**src/sv/btc_pkg.sv**
```systemverilog
// Shared types, constants and key helpers for the block transposition cipher.
// No dependencies; every other file in sv/ refers to this package by scoped names.
package btc_pkg;

    localparam int MAX_BLOCK_DEF = 16;   // default block store depth
    localparam int KEY_ENTRIES   = 16;   // nibbles held in key_map
    localparam int NIB_W         = 4;
    localparam int BSIZE_W       = 5;
    localparam int KEY_W         = 64;
    localparam int BYTE_W        = 8;
    localparam int ERR_W         = 2;
    localparam int REG_IDX_W     = 2;

    // Register indexes on the config port
    localparam logic [REG_IDX_W-1:0] REG_BLOCK_SIZE = 2'd0;
    localparam logic [REG_IDX_W-1:0] REG_KEY_MAP    = 2'd1;
    localparam logic [REG_IDX_W-1:0] REG_DIRECTION  = 2'd2;

    // Reset values
    localparam logic [BSIZE_W-1:0] BLOCK_SIZE_RST = 5'd16;
    localparam logic [KEY_W-1:0]   KEY_MAP_RST    = 64'hFEDC_BA98_7654_3210;
    localparam logic               DIRECTION_RST  = 1'b0;

    typedef enum logic [ERR_W-1:0] {
        ERR_NONE  = 2'd0,
        ERR_KEY   = 2'd1,
        ERR_TRUNC = 2'd2
    } t_err;

    typedef enum logic {
        ST_IDLE,
        ST_EMIT
    } t_state;

    // Nibble idx of the key
    function automatic logic [NIB_W-1:0] key_entry(input logic [KEY_W-1:0] key,
                                                   input logic [NIB_W-1:0] idx);
        logic [KEY_W-1:0] sh;
        sh = key >> {idx, 2'b00};
        return sh[NIB_W-1:0];
    endfunction

    // Key is usable when 2 <= n <= max_blk and entries 0..n-1 permute 0..n-1
    function automatic logic key_ok(input logic [BSIZE_W-1:0] n,
                                    input logic [KEY_W-1:0]   key,
                                    input int unsigned        max_blk);
        logic [KEY_ENTRIES-1:0] seen;
        logic [KEY_ENTRIES:0]   full;
        logic                   bad;
        logic [NIB_W-1:0]       e;
        seen = '0;
        bad  = 1'b0;
        for (int i = 0; i < KEY_ENTRIES; i++) begin
            e = key[NIB_W*i +: NIB_W];
            if (BSIZE_W'(i) < n) begin
                if ({1'b0, e} >= n) begin
                    bad = 1'b1;
                end
                seen = seen | (KEY_ENTRIES'(1) << e);
            end
        end
        full = ((KEY_ENTRIES+1)'(1) << n) - (KEY_ENTRIES+1)'(1);
        return !bad && (n >= BSIZE_W'(2)) && (32'(n) <= max_blk)
               && (seen == full[KEY_ENTRIES-1:0]);
    endfunction

endpackage

```
**src/sv/btc_cfg_if.sv**
```systemverilog
// Configuration write channel: register index and write data with valid/ready.
// Depends on btc_pkg for widths.
interface btc_cfg_if;
    logic                            valid;
    logic                            ready;
    logic [btc_pkg::REG_IDX_W-1:0]   reg_index;
    logic [btc_pkg::KEY_W-1:0]       wr_data;

    modport source (output valid, reg_index, wr_data, input ready);
    modport sink   (input valid, reg_index, wr_data, output ready);
endinterface

```
**src/sv/btc_in_if.sv**
```systemverilog
// Input byte channel: data byte and end-of-stream flag with valid/ready.
// Depends on btc_pkg for widths.
interface btc_in_if;
    logic                          valid;
    logic                          ready;
    logic [btc_pkg::BYTE_W-1:0]    data_byte;
    logic                          end_of_stream;

    modport source (output valid, data_byte, end_of_stream, input ready);
    modport sink   (input valid, data_byte, end_of_stream, output ready);
endinterface

```
**src/sv/btc_out_if.sv**
```systemverilog
// Result channel: permuted byte, block end flag and error code with valid/ready.
// Depends on btc_pkg for widths.
interface btc_out_if;
    logic                          valid;
    logic                          ready;
    logic [btc_pkg::BYTE_W-1:0]    out_byte;
    logic                          block_end;
    logic [btc_pkg::ERR_W-1:0]     error_code;

    modport source (output valid, out_byte, block_end, error_code, input ready);
    modport sink   (input valid, out_byte, block_end, error_code, output ready);
endinterface

```
**src/sv/block_transposition_cipher_top.sv**
```systemverilog
// Block transposition cipher top level: block store memory, emit sequencer, output stage.
// Depends on btc_pkg, btc_cfg_if, btc_in_if and btc_out_if.
//
// Usage:
//   i_cfg  : register writes (0 block_size, 1 key_map, 2 direction); always ready.
//            Write only while the block is idle; other indexes are ignored.
//   i_in   : one byte per transaction; end_of_stream closes the text.
//   o_out  : one transaction per emitted byte, or a single error transaction.
// Bytes land in a single-port-write / single-port-read block store, one per
// cycle while the sequencer is idle and the read stage has room. The byte that
// fills a block (or ends the text) switches the sequencer to emit: it walks the
// n output positions, one memory read per cycle while the read stage has room,
// and holds off new input meanwhile. The closing transaction moves the sequencer
// to emit; each read, like an error result, goes through the read stage into the
// output register. The emit rate is set by the one read port of the block store.
// Reset (synchronous, i_rst_n low) restores the config defaults (block 16,
// identity key, encrypt), empties the block and the pipeline; store contents
// are left as they are. A stalled receiver holds the output register; the
// read stage behind it holds too, and input is refused once that stage is full.
module block_transposition_cipher_top #(
    parameter int MAX_BLOCK = btc_pkg::MAX_BLOCK_DEF
) (
    input  logic        i_clk,
    input  logic        i_rst_n,
    btc_cfg_if.sink     i_cfg,
    btc_in_if.sink      i_in,
    btc_out_if.source   o_out
);

    localparam int AW = (MAX_BLOCK > 1) ? $clog2(MAX_BLOCK) : 1;   // store address
    localparam int CW = $clog2(MAX_BLOCK + 1);                      // fill count

    // Config registers
    logic [btc_pkg::BSIZE_W-1:0] r_block_size;
    logic [btc_pkg::KEY_W-1:0]   r_key_map;
    logic                        r_direction;

    // Sequencer
    btc_pkg::t_state r_state, n_state;
    logic [CW-1:0]   r_fill;
    logic [CW-1:0]   r_emit_fill;   // bytes held by the block being emitted
    logic [AW-1:0]   r_idx;         // output position during emit

    // Block store
    logic [btc_pkg::BYTE_W-1:0] r_mem [MAX_BLOCK];
    logic [btc_pkg::BYTE_W-1:0] r_rd_byte;

    // Read stage (lines up with memory read data)
    logic            r_s1_valid;
    logic            r_s1_zero;
    logic            r_s1_end;
    btc_pkg::t_err   r_s1_err;

    // Output register
    logic                       r_out_valid;
    logic [btc_pkg::BYTE_W-1:0] r_out_byte;
    logic                       r_out_end;
    btc_pkg::t_err              r_out_err;

    logic                       key_good;
    logic                       s2_load;
    logic                       s1_free;
    logic                       in_ready;
    logic                       issue;
    logic                       in_acc;
    logic [CW-1:0]              fill_inc;
    logic                       short_blk;
    logic                       blk_done;
    logic                       emit_start;
    logic                       err_new;
    btc_pkg::t_err              err_code;
    logic                       wr_en;
    logic [btc_pkg::NIB_W-1:0]  enc_entry;
    logic [btc_pkg::NIB_W-1:0]  dec_src;
    logic [AW-1:0]              rd_addr;
    logic                       rd_zero;
    logic                       last_idx;

    // ---------------- config port ----------------
    assign i_cfg.ready = 1'b1;

    always_ff @(posedge i_clk) begin
        if (!i_rst_n) begin
            r_block_size <= btc_pkg::BLOCK_SIZE_RST;
            r_key_map    <= btc_pkg::KEY_MAP_RST;
            r_direction  <= btc_pkg::DIRECTION_RST;
        end else if (i_cfg.valid) begin
            case (i_cfg.reg_index)
                btc_pkg::REG_BLOCK_SIZE: r_block_size <= i_cfg.wr_data[btc_pkg::BSIZE_W-1:0];
                btc_pkg::REG_KEY_MAP:    r_key_map    <= i_cfg.wr_data;
                btc_pkg::REG_DIRECTION:  r_direction  <= i_cfg.wr_data[0];
                default: ;
            endcase
        end
    end

    // ---------------- datapath decode ----------------
    assign key_good = btc_pkg::key_ok(r_block_size, r_key_map, MAX_BLOCK);

    // pipeline flow: output reg frees, read stage frees behind it
    assign s2_load = !r_out_valid || o_out.ready;
    assign s1_free = !r_s1_valid || s2_load;

    assign in_acc = i_in.valid && in_ready;

    // saturating fill count after storing this byte
    assign fill_inc  = (r_fill == CW'(MAX_BLOCK)) ? r_fill : r_fill + 1'b1;
    assign short_blk = 6'(fill_inc) < 6'(r_block_size);
    assign blk_done  = !short_blk || i_in.end_of_stream;

    assign emit_start = in_acc && key_good && blk_done && !(short_blk && r_direction);
    assign err_new    = in_acc && (!key_good || (blk_done && short_blk && r_direction));
    assign err_code   = key_good ? btc_pkg::ERR_TRUNC : btc_pkg::ERR_KEY;

    // store only while there is room; overflow bytes past MAX_BLOCK are dropped
    assign wr_en = in_acc && key_good && (r_fill < CW'(MAX_BLOCK));

    // encrypt: position i takes block[key i]
    assign enc_entry = btc_pkg::key_entry(r_key_map, btc_pkg::NIB_W'(r_idx));

    // decrypt: position j takes block[i] where key i == j
    always_comb begin
        dec_src = '0;
        for (int i = 0; i < btc_pkg::KEY_ENTRIES; i++) begin
            if (btc_pkg::BSIZE_W'(i) < r_block_size &&
                r_key_map[btc_pkg::NIB_W*i +: btc_pkg::NIB_W] == btc_pkg::NIB_W'(r_idx)) begin
                dec_src = btc_pkg::NIB_W'(i);
            end
        end
    end

    assign rd_addr  = r_direction ? dec_src[AW-1:0] : enc_entry[AW-1:0];
    // zero padding for positions beyond the fill (encrypt only)
    assign rd_zero  = !r_direction && (5'(enc_entry) >= 5'(r_emit_fill));
    assign last_idx = (5'(r_idx) + 5'd1) == r_block_size;

    // ---------------- sequencer ----------------
    always_comb begin
        n_state = r_state;
        case (r_state)
            btc_pkg::ST_IDLE: begin
                if (emit_start) begin
                    n_state = btc_pkg::ST_EMIT;
                end
            end
            btc_pkg::ST_EMIT: begin
                if (issue && last_idx) begin
                    n_state = btc_pkg::ST_IDLE;
                end
            end
            default: n_state = btc_pkg::ST_IDLE;
        endcase
    end

    always_comb begin
        in_ready = 1'b0;
        issue    = 1'b0;
        case (r_state)
            btc_pkg::ST_IDLE: in_ready = s1_free;
            btc_pkg::ST_EMIT: issue    = s1_free;
            default: ;
        endcase
    end

    always_ff @(posedge i_clk) begin
        if (!i_rst_n) begin
            r_state <= btc_pkg::ST_IDLE;
            r_fill  <= '0;
        end else begin
            r_state <= n_state;
            if (in_acc) begin
                if (!key_good || blk_done) begin
                    r_fill <= '0;
                end else begin
                    r_fill <= fill_inc;
                end
            end
        end
    end

    always_ff @(posedge i_clk) begin
        if (emit_start) begin
            r_emit_fill <= fill_inc;
            r_idx       <= '0;
        end else if (issue) begin
            r_idx       <= r_idx + 1'b1;
        end
    end

    // ---------------- block store ----------------
    always_ff @(posedge i_clk) begin
        if (wr_en) begin
            r_mem[r_fill[AW-1:0]] <= i_in.data_byte;
        end
    end

    always_ff @(posedge i_clk) begin
        if (issue) begin
            r_rd_byte <= r_mem[rd_addr];
        end
    end

    // ---------------- read stage ----------------
    always_ff @(posedge i_clk) begin
        if (!i_rst_n) begin
            r_s1_valid <= 1'b0;
        end else if (issue || err_new) begin
            r_s1_valid <= 1'b1;
        end else if (s2_load) begin
            r_s1_valid <= 1'b0;
        end
    end

    always_ff @(posedge i_clk) begin
        if (issue) begin
            r_s1_zero <= rd_zero;
            r_s1_end  <= last_idx;
            r_s1_err  <= btc_pkg::ERR_NONE;
        end else if (err_new) begin
            r_s1_zero <= 1'b1;
            r_s1_end  <= 1'b1;
            r_s1_err  <= err_code;
        end
    end

    // ---------------- output register ----------------
    always_ff @(posedge i_clk) begin
        if (!i_rst_n) begin
            r_out_valid <= 1'b0;
        end else if (s2_load) begin
            r_out_valid <= r_s1_valid;
        end
    end

    always_ff @(posedge i_clk) begin
        if (s2_load && r_s1_valid) begin
            r_out_byte <= r_s1_zero ? '0 : r_rd_byte;
            r_out_end  <= r_s1_end;
            r_out_err  <= r_s1_err;
        end
    end

    assign i_in.ready       = in_ready;
    assign o_out.valid      = r_out_valid;
    assign o_out.out_byte   = r_out_byte;
    assign o_out.block_end  = r_out_end;
    assign o_out.error_code = r_out_err;

endmodule

```
**src/flat_wrapper.sv**
```systemverilog
// flat-port wrapper written by rule: the top's interface ports become plain ports
module block_transposition_cipher_top_flat 
#(
    parameter int MAX_BLOCK = btc_pkg::MAX_BLOCK_DEF
)
  (i_clk, i_rst_n, i_cfg_valid, i_cfg_reg_index, i_cfg_wr_data, i_cfg_ready, i_in_valid, i_in_data_byte, i_in_end_of_stream, i_in_ready, o_out_valid, o_out_out_byte, o_out_block_end, o_out_error_code, o_out_ready);
  btc_cfg_if i_cfg_i ();
  btc_in_if i_in_i ();
  btc_out_if o_out_i ();
  input  logic i_clk;
  input  logic i_rst_n;
  input wire logic [$bits(i_cfg_i.valid)-1:0] i_cfg_valid;
  input wire logic [$bits(i_cfg_i.reg_index)-1:0] i_cfg_reg_index;
  input wire logic [$bits(i_cfg_i.wr_data)-1:0] i_cfg_wr_data;
  output wire logic [$bits(i_cfg_i.ready)-1:0] i_cfg_ready;
  input wire logic [$bits(i_in_i.valid)-1:0] i_in_valid;
  input wire logic [$bits(i_in_i.data_byte)-1:0] i_in_data_byte;
  input wire logic [$bits(i_in_i.end_of_stream)-1:0] i_in_end_of_stream;
  output wire logic [$bits(i_in_i.ready)-1:0] i_in_ready;
  output wire logic [$bits(o_out_i.valid)-1:0] o_out_valid;
  output wire logic [$bits(o_out_i.out_byte)-1:0] o_out_out_byte;
  output wire logic [$bits(o_out_i.block_end)-1:0] o_out_block_end;
  output wire logic [$bits(o_out_i.error_code)-1:0] o_out_error_code;
  input wire logic [$bits(o_out_i.ready)-1:0] o_out_ready;
  assign i_cfg_i.valid = i_cfg_valid;
  assign i_cfg_i.reg_index = i_cfg_reg_index;
  assign i_cfg_i.wr_data = i_cfg_wr_data;
  assign i_cfg_ready = i_cfg_i.ready;
  assign i_in_i.valid = i_in_valid;
  assign i_in_i.data_byte = i_in_data_byte;
  assign i_in_i.end_of_stream = i_in_end_of_stream;
  assign i_in_ready = i_in_i.ready;
  assign o_out_valid = o_out_i.valid;
  assign o_out_out_byte = o_out_i.out_byte;
  assign o_out_block_end = o_out_i.block_end;
  assign o_out_error_code = o_out_i.error_code;
  assign o_out_i.ready = o_out_ready;
  block_transposition_cipher_top #(.MAX_BLOCK(MAX_BLOCK)) u_core (.i_clk(i_clk), .i_rst_n(i_rst_n), .i_cfg(i_cfg_i), .i_in(i_in_i), .o_out(o_out_i));
endmodule
```
**config.mk**
```make
export PLATFORM = sky130hd
export DESIGN_NAME = block_transposition_cipher_top_flat
export DESIGN_NICKNAME = d
export VERILOG_FILES = /design/src/sv/btc_pkg.sv /design/src/sv/btc_cfg_if.sv /design/src/sv/btc_in_if.sv /design/src/sv/btc_out_if.sv /design/src/sv/block_transposition_cipher_top.sv /design/src/flat_wrapper.sv
export SDC_FILE = /design/constraint.sdc
export NUM_CORES = 1
export LEC_CHECK = 0
export BUFFER_PORTS_ARGS = -buffer_cell sky130_fd_sc_hd__buf_2
export CORE_MARGIN = 1.5
export CORE_UTILIZATION = 40
export DETAILED_ROUTE_END_ITERATION = 10
export PLACE_DENSITY = 0.65
export SETUP_SLACK_MARGIN = 0.3
export SKIP_CTS_REPAIR_TIMING = 1
export SLEW_MARGIN = 20
export SYNTH_ARGS = -nofsm -noshare
export SYNTH_HDL_FRONTEND = slang
export SYNTH_SLANG_ARGS = --single-unit
```
**constraint.sdc**
```tcl
create_clock -name i_clk -period 4.8 [get_ports i_clk]
set_clock_uncertainty 0.15 [all_clocks]
set_input_delay 0.24 -clock i_clk [delete_from_list [all_inputs] [get_ports i_clk]]
set_output_delay 0.24 -clock i_clk [all_outputs]
set_load 0.02 [all_outputs]
```
==> flow_metrics.env, run 1 <==
export IMPL_critPathMaxFanout=32
export IMPL_crit_path_top_delay_cell="nor4_4"
export IMPL_crit_path_max_incr_delay_ns=0.51
export IMPL_ant_nets=0
export IMPL_grt_overflow_total=0
export IMPL_synth_async_reset_ratio_pct=0
export IMPL_cp_arrival_ns=4.56
export IMPL_synth_seq_area_share_pct=38.9
export IMPL_tightest_slew_ns=1.09
export IMPL_fillers=3690
export IMPL_netlist_area_sq_um=16200
export IMPL_min_period_ns=4.42
export IMPL_io_pins=94
export IMPL_hp_class="input port to flop"
export IMPL_fin_nets=2075
export IMPL_clk_pin_slew_ns=0.07
export IMPL_design_area_sq_um=19800
export IMPL_drc=0
export IMPL_synth_edf_count=154
export IMPL_syn_num_nets=1875
export IMPL_setup_viol=0
export IMPL_drt_iter0_markers=1691
export IMPL_rsz0062_at_grt="no"
export IMPL_worstPathCellList="buf_12 -> nor4_4 -> buf_4 -> or3_1 -> o2111ai_2 -> or4_4 -> or3_1 -> o31a_1 -> or4_1 -> nand4b_4 -> buf_12 -> nor4b_4 -> buf_4"
export IMPL_ys_ff_latch=238
export IMPL_fp_dieH_um=204
export IMPL_slew_viol_final=0
export IMPL_synth_ff_type="edfxtp_1"
export IMPL_power_density_nw_per_um2=275
export IMPL_critical_path_required_ns=4.94
export IMPL_max_cap_violations=0
export IMPL_cts_sinks=238
export IMPL_syn2layout_area_growth_pct=22.4
export IMPL_worstSetupEndpointType="flop"
export IMPL_design_core_area_sq_um=39900
export IMPL_synth_cell_types=89
export IMPL_n_antenna_cell=0
export IMPL_syn_avg_cell_area_sq_um=9.43
export IMPL_drt_pass1_iter_count=5
export IMPL_critPathTopFamily="simple AND/OR/NAND/NOR gates"
export IMPL_ctsHtreeMaxLevel=1
export IMPL_tritoncts_num_buffers=27
export IMPL_synth_top_area_share_pct=28.5
export IMPL_synth_area_leaders="edfxtp_1, dfxtp_1, o211ai_1, ha_1, nand2_1"
export IMPL_rows=73
export IMPL_path_buf_inv=4
export IMPL_grt_usage_pct=35.0
export IMPL_root_buffer="clkbuf_16"
export IMPL_grt_pass1_vias=14640
export IMPL_gp_congestion=1.04
export IMPL_grt_pass1_wl_um=105000
export IMPL_netlist_instances=1721
export IMPL_cts_tree="built"
export IMPL_antenna_found_initial=1
export IMPL_finalHoldViolCount=0
export IMPL_grt_max_degree=76
export IMPL_path_class="flop to flop"
export IMPL_die_area_sq_um=41800
export IMPL_synth_largest_area_cell="edfxtp_1"
export IMPL_port_buffers=92
export IMPL_outcome="completed"
export IMPL_clock_path_buffers=3
export IMPL_vias_per_cell=6.34
export IMPL_synthTopCellsByCount="nand2_1, edfxtp_1, o211ai_1"
export IMPL_synthMostInstantiatedCell="nand2_1"
export IMPL_multi_input_area_sq_um=9230
export IMPL_routed_wl_um=74300
export IMPL_drive_above_1_share_pct=19.8
export IMPL_period_share_pct=92.1
export IMPL_max_slew_margin_pct=26.6
export IMPL_placed_cell_area_sq_um=18100
export IMPL_wl_per_cell_um=30.1
export IMPL_yosysWarningCount=0
export IMPL_dp_cells=2340
export IMPL_vias=15636
export IMPL_clock_fmax_ghz=0.226
export IMPL_leakagePower_nw=7.30
export IMPL_cp_start_kind="flop"
export IMPL_regArea_sq_um=6310
export IMPL_ir_drop_mv=0.261
export IMPL_die_w_um=204
export IMPL_start_util_pct=40.6
export IMPL_dp_hpwl_um=56700
export IMPL_clkLatencyLatePin_ns=0.60
export IMPL_finalNonFillerCells=2467
## cells by family (layout without fill, tap and decap cells)
kind of cell               count (synthesis)  after routing  synth area share [%]
buffers and inverters                    231            452                  5.85
DFF                                      238            238                  38.9
muxes                                     49             49                  4.69
other                                      1              1                0.0231
adders and majority gates                 74             74                  5.71
xor gates and xnor gates                  75             75                  4.05
AOI/OAI and AO/OA                        432            432                  20.2
and+or+nand+nor                          621            621                  20.5
## tightest hold or removal path: stages
cell and delay (ns):
buf_2 0.12, nand4b_1 0.25, o31ai_1 0.09
## per-stage QoR
step | setup TNS, ns | worst slack, ns | util (%) | power [W] | hold slack [ns]
after floorplan | 0 | 0.400 | - | 0.00286 | 0.189
after CTS | -0.496 | -0.0264 | 47.5 | 0.00543 | -0.329
after detailed placement | -0.000134 | -0.0000768 | 45.3 | 0.00332 | 0.265
after global routing | 0 | 0.276 | 49.7 | 0.00563 | 0.0452
final | 0 | 0.378 | 49.7 | 0.00546 | 0.0198
after global placement | -1.67 | -0.0593 | 45.3 | 0.00333 | 0.256
## layer usage
| metal | wire, um | GRT usage (%) | vias to the layer above | part of all wire, % |
|---|---|---|---|---|
| li1 | - | - | 6945 | - |
| met1 | 28300 | 43.3 | 7556 | 38 |
| met2 | 34400 | 57.7 | 893 | 46 |
| met3 | 5760 | 4.97 | 242 | 7.8 |
| met4 | 5770 | 21.6 | 0 | 7.8 |
| met5 | 0 | 0 | - | 0 |
## flip-flops by register name, summed over array words and instances (netlist names), 2 cells and up
| name | cells |
|---|---|
| u_core.r_rd_byte | 8 |
| u_core.r_idx | 4 |
| u_core.r_fill | 5 |
| u_core.o_out.error_code | 2 |
| u_core.r_key_map | 64 |
| u_core.o_out.out_byte | 8 |
| u_core.r_mem | 128 |
| u_core.r_emit_fill | 5 |
| u_core.r_block_size | 5 |
| u_core.r_s1_err | 2 |
## path summary, 6_finish.rpt
| path | from | endpoint | slack [ns] | cells after the start |
|---|---|---|---|---|
| hold / removal | i_in_end_of_stream | u_core.r_fill[2] | 0.02 | 3 |
| setup / recovery | u_core.r_block_size[1] | u_core.r_mem[4][3] | 0.38 | 13 |
| setup reg to reg | u_core.r_block_size[1] | u_core.r_mem[4][3] | 0.38 | 13 |
| hold reg to reg | u_core.r_s1_end | u_core.o_out.block_end | 0.28 | 0 |
## cells in the final DEF (no fill, tap or decap), types with 10 or more instances in the layout
cell type,instances
nand4_1,29
a31oi_1,10
o22ai_1,19
dfxtp_1,81
a21boi_0,34
buf_2,92
a21o_1,15
or2_2,16
clkbuf_16,27
nand3_1,64
inv_1,92
mux2_2,10
nor4_1,31
o21ai_0,32
ha_1,73
xor2_1,31
edfxtp_1,154
mux2i_1,13
nor3_1,36
nor2b_1,34
dlygate4sd3_1,76
nand2_1,189
or3_1,20
o21a_1,10
nor2_1,63
nand2b_1,48
buf_4,128
mux4_2,20
o2111ai_1,35
xnor2_1,44
buf_12,10
o211ai_1,127
a21oi_1,28
and3_1,11
## cell type report
type                    count  share of cell area, %
clock inverters            23                   1.06
clock buffers              27                   3.40
repair buffers            308                   12.1
multi-input cells        1252                   46.5
inverters                  94                   1.80
flip-flops and latches    238                   31.8
well taps                 525                   3.31
## power breakdown
group	internal (W)	switching, W
clock	0.00119	0.000908
sequential	0.00221	0.0000846
combinational	0.000417	0.000653
No activity file was read; power rests on OpenSTA's default activity.
==> inputs of run 2 (changes only) <==
--- a/config.mk
+++ b/config.mk
@@ -5,6 +5,7 @@
 export SDC_FILE = /design/constraint.sdc
 export NUM_CORES = 1
 export LEC_CHECK = 0
+export ABC_AREA = 1
 export BUFFER_PORTS_ARGS = -buffer_cell sky130_fd_sc_hd__buf_2
 export CORE_MARGIN = 1.5
 export CORE_UTILIZATION = 40
==> run 2 against run 1 <==
The run now ends with negative hold slack left; die area increased by 0.27%; synthesized area increased by 0.28%; setup slack improved by 0.099 ns; utilization decreased by 1.7 points; non-clock buffer count decreased by 77; global-route usage decreased by 3.1 points; hold slack got worse by 0.020 ns; critical path type unchanged; largest power group unchanged.
==> flow_metrics.env, run 2 <==
export IMPL_max_cap_violations=0
export IMPL_clock_fmax_ghz=0.231
export IMPL_port_buffers=92
export IMPL_clk_pin_slew_ns=0.07
export IMPL_syn2layout_area_growth_pct=17.9
export IMPL_fp_dieH_um=205
export IMPL_syn_num_nets=2309
export IMPL_synth_seq_area_share_pct=38.8
export IMPL_ir_drop_mv=0.270
export IMPL_synth_cell_types=60
export IMPL_setup_viol=0
export IMPL_crit_path_max_incr_delay_ns=0.65
export IMPL_n_antenna_cell=0
export IMPL_cts_sinks=238
export IMPL_antenna_found_initial=2
export IMPL_clkLatencyLatePin_ns=0.60
export IMPL_period_share_pct=90.0
export IMPL_wl_met2_um=28600
export IMPL_drt_pass1_iter_count=8
export IMPL_rr_endpoint="u_core.r_mem[12][3]"
export IMPL_start_util_pct=40.8
export IMPL_slew_viol_final=0
export IMPL_gp_congestion=1.08
export IMPL_ant_nets=0
export IMPL_synth_area_leaders="edfxtp_1, dfxtp_1, nand2_1, nand3_1, ha_1"
export IMPL_clock_path_buffers=3
export IMPL_rows=73
export IMPL_die_w_um=205
export IMPL_finalHoldViolCount=1
export IMPL_synth_top_area_share_pct=28.4
export IMPL_synth_async_reset_ratio_pct=0
export IMPL_yosysWarningCount=0
export IMPL_tritoncts_num_buffers=26
export IMPL_dp_hpwl_um=52400
export IMPL_total_power_w=0.00663
export IMPL_min_period_ns=4.32
export IMPL_worstHoldPathCells=1
export IMPL_fin_nets=2467
export IMPL_routed_wl_um=68100
export IMPL_grt_pass1_wl_um=98400
export IMPL_power_density_nw_per_um2=346
export IMPL_highest_layer="met5"
export IMPL_synth_largest_area_cell="edfxtp_1"
export IMPL_synth_ff_type="edfxtp_1"
export IMPL_io_pins=94
export IMPL_tightest_slew_ns=0.967
export IMPL_dp_cells=2729
export IMPL_synth_edf_count=154
export IMPL_whs_ns=-0.000228
export IMPL_vias=16794
export IMPL_die_area_sq_um=41900
export IMPL_setup_slack_ns=0.478
export IMPL_regArea_sq_um=6310
export IMPL_largest_reg_flops=128
export IMPL_final_common_cell="nand2_1"
export IMPL_drt_iter0_markers=2371
export IMPL_netlist_instances=2155
export IMPL_root_buffer="clkbuf_16"
export IMPL_rsz0062_at_grt="no"
export IMPL_hold_path_end="u_core.r_mem[5][6]"
export IMPL_utilization_pct=48.0
export IMPL_cp_start_kind="flop"
export IMPL_crit_path_top_delay_cell="dfxtp_1"
export IMPL_worstSetupEndpointType="flop"
export IMPL_outcome="finished, violations left"
export IMPL_cp_arrival_ns=4.44
export IMPL_grt_usage_pct=31.9
export IMPL_synthMostInstantiatedCell="nand2_1"
export IMPL_cts_tree="built"
export IMPL_r2r_slack_ns=0.48
export IMPL_max_slew_margin_pct=35.5
export IMPL_multi_input_area_sq_um=8550
export IMPL_leakagePower_nw=8.22
export IMPL_grt_max_degree=65
export IMPL_syn_avg_cell_area_sq_um=7.55
export IMPL_critPathMaxFanout=9
export IMPL_fin_setup_tns_ns=0
export IMPL_hp_class="input port to flop"
export IMPL_netlist_area_sq_um=16300
export IMPL_wl_per_cell_um=23.8
export IMPL_violations="negative hold slack"
export IMPL_vias_per_cell=5.88
export IMPL_critical_path_required_ns=4.92
export IMPL_cpMostUsedCell="nor2_1"
export IMPL_finalNonFillerCells=2858
export IMPL_ys_ff_latch=238
export IMPL_drive_above_1_share_pct=12.0
export IMPL_grt_pass1_vias=15306
export IMPL_wl_met3_um=6750
export IMPL_ctsHtreeMaxLevel=1
export IMPL_rr_worst_depth=18
export IMPL_grt_overflow_total=0
export IMPL_wl_met1_um=29900
export IMPL_path_class="flop to flop"
export IMPL_drc=0
export IMPL_r2r_start="u_core.r_block_size[4]"
export IMPL_worstPathCellList="inv_4 -> nor2_1 -> inv_1 -> o22ai_1 -> nor4_1 -> buf_4 -> nand4_1 -> nor2_1 -> nand2_1 -> nand2_1 -> nand2_1 -> nand3_1 -> nor2_1 -> nand3_1 -> nor2_4 -> nand4_2 -> nor2_1 -> buf_4"
export IMPL_design_core_area_sq_um=39900
export IMPL_place_ws_ns=0.435
export IMPL_worstHoldStart="i_in_data_byte[6]"
export IMPL_final_cell_mix="nand2_1, nand3_1, inv_1"
export IMPL_fillers=3879
export IMPL_synthTopCellsByCount="nand2_1, nand3_1, inv_1"
## run 2: area by class of cell
cell class                      count  share of cell area (%)
Clock buffer                       30                    3.63
Tap cell                          525                    3.43
Clock inverter                     18                    1.31
Inverter                          262                    5.21
Multi-Input combinational cell   1554                    44.6
Sequential cell                   238                    32.9
Timing Repair Buffer              231                    8.93
## run 2: cell families after synthesis
logic type,after synthesis,synth area share (%)
AND/OR/NAND/NOR,1110,32.0
adder cells (fa/ha/maj),74,5.69
other,1,0.0231
XOR/XNOR,42,2.31
buffers and inverters,363,8.80
flip-flops,238,38.8
AO/OA/AOI/OAI,327,12.4
## run 2: how the worst max path moves through the flow
stage                                       from             endpoint  cells past startpoint
after global routing      u_core.r_block_size[1]   u_core.r_mem[9][2]                     17
after floorplan           u_core.r_block_size[1]   u_core.r_mem[0][0]                     16
after global placement    u_core.r_block_size[1]   u_core.r_mem[1][6]                     17
after CTS                 u_core.r_block_size[1]   u_core.r_mem[9][2]                     17
final                     u_core.r_block_size[4]  u_core.r_mem[12][3]                     18
after detailed placement  u_core.r_block_size[1]   u_core.r_mem[9][0]                     17
## run 2: layer usage
layer	global-route usage [%]	up-vias
met1	46.5	7962
met3	4.80	177
met4	12.0	2
met5	0	-
li1	-	7712
met2	47.3	941
## run 2: report_power, final
| group | leakage, nW | switching (W) | total [W] | internal, W |
|---|---|---|---|---|
| clock | 0.449 | 0.000900 | 0.00222 | 0.00132 |
| combinational | 5.71 | 0.00145 | 0.00209 | 0.000641 |
| sequential | 2.06 | 0.0000874 | 0.00232 | 0.00223 |
| total | 8.22 | 0.00243 | 0.00663 | 0.00419 |
## run 2: critical path, delay by kind of cell, from the launching register on
| kind | cells | cell delay [ns] |
|---|---|---|
| buffers and inverters | 4 | 0.68 |
| DFF | 1 | 0.65 |
| AOI/OAI and AO/OA | 1 | 0.37 |
| and+or+nand+nor | 13 | 2.15 |
## run 2: metrics by stage
step / cell area [sq um] / hold WS [ns]
2_1_floorplan: 16300 / 0.189
3_3_place_gp: 17400 / 0.269
3_5_place_dp: 17400 / 0.270
4_1_cts: 18400 / -0.323
5_1_grt: 19200 / 0.000479
6_report: 19200 / -0.000228
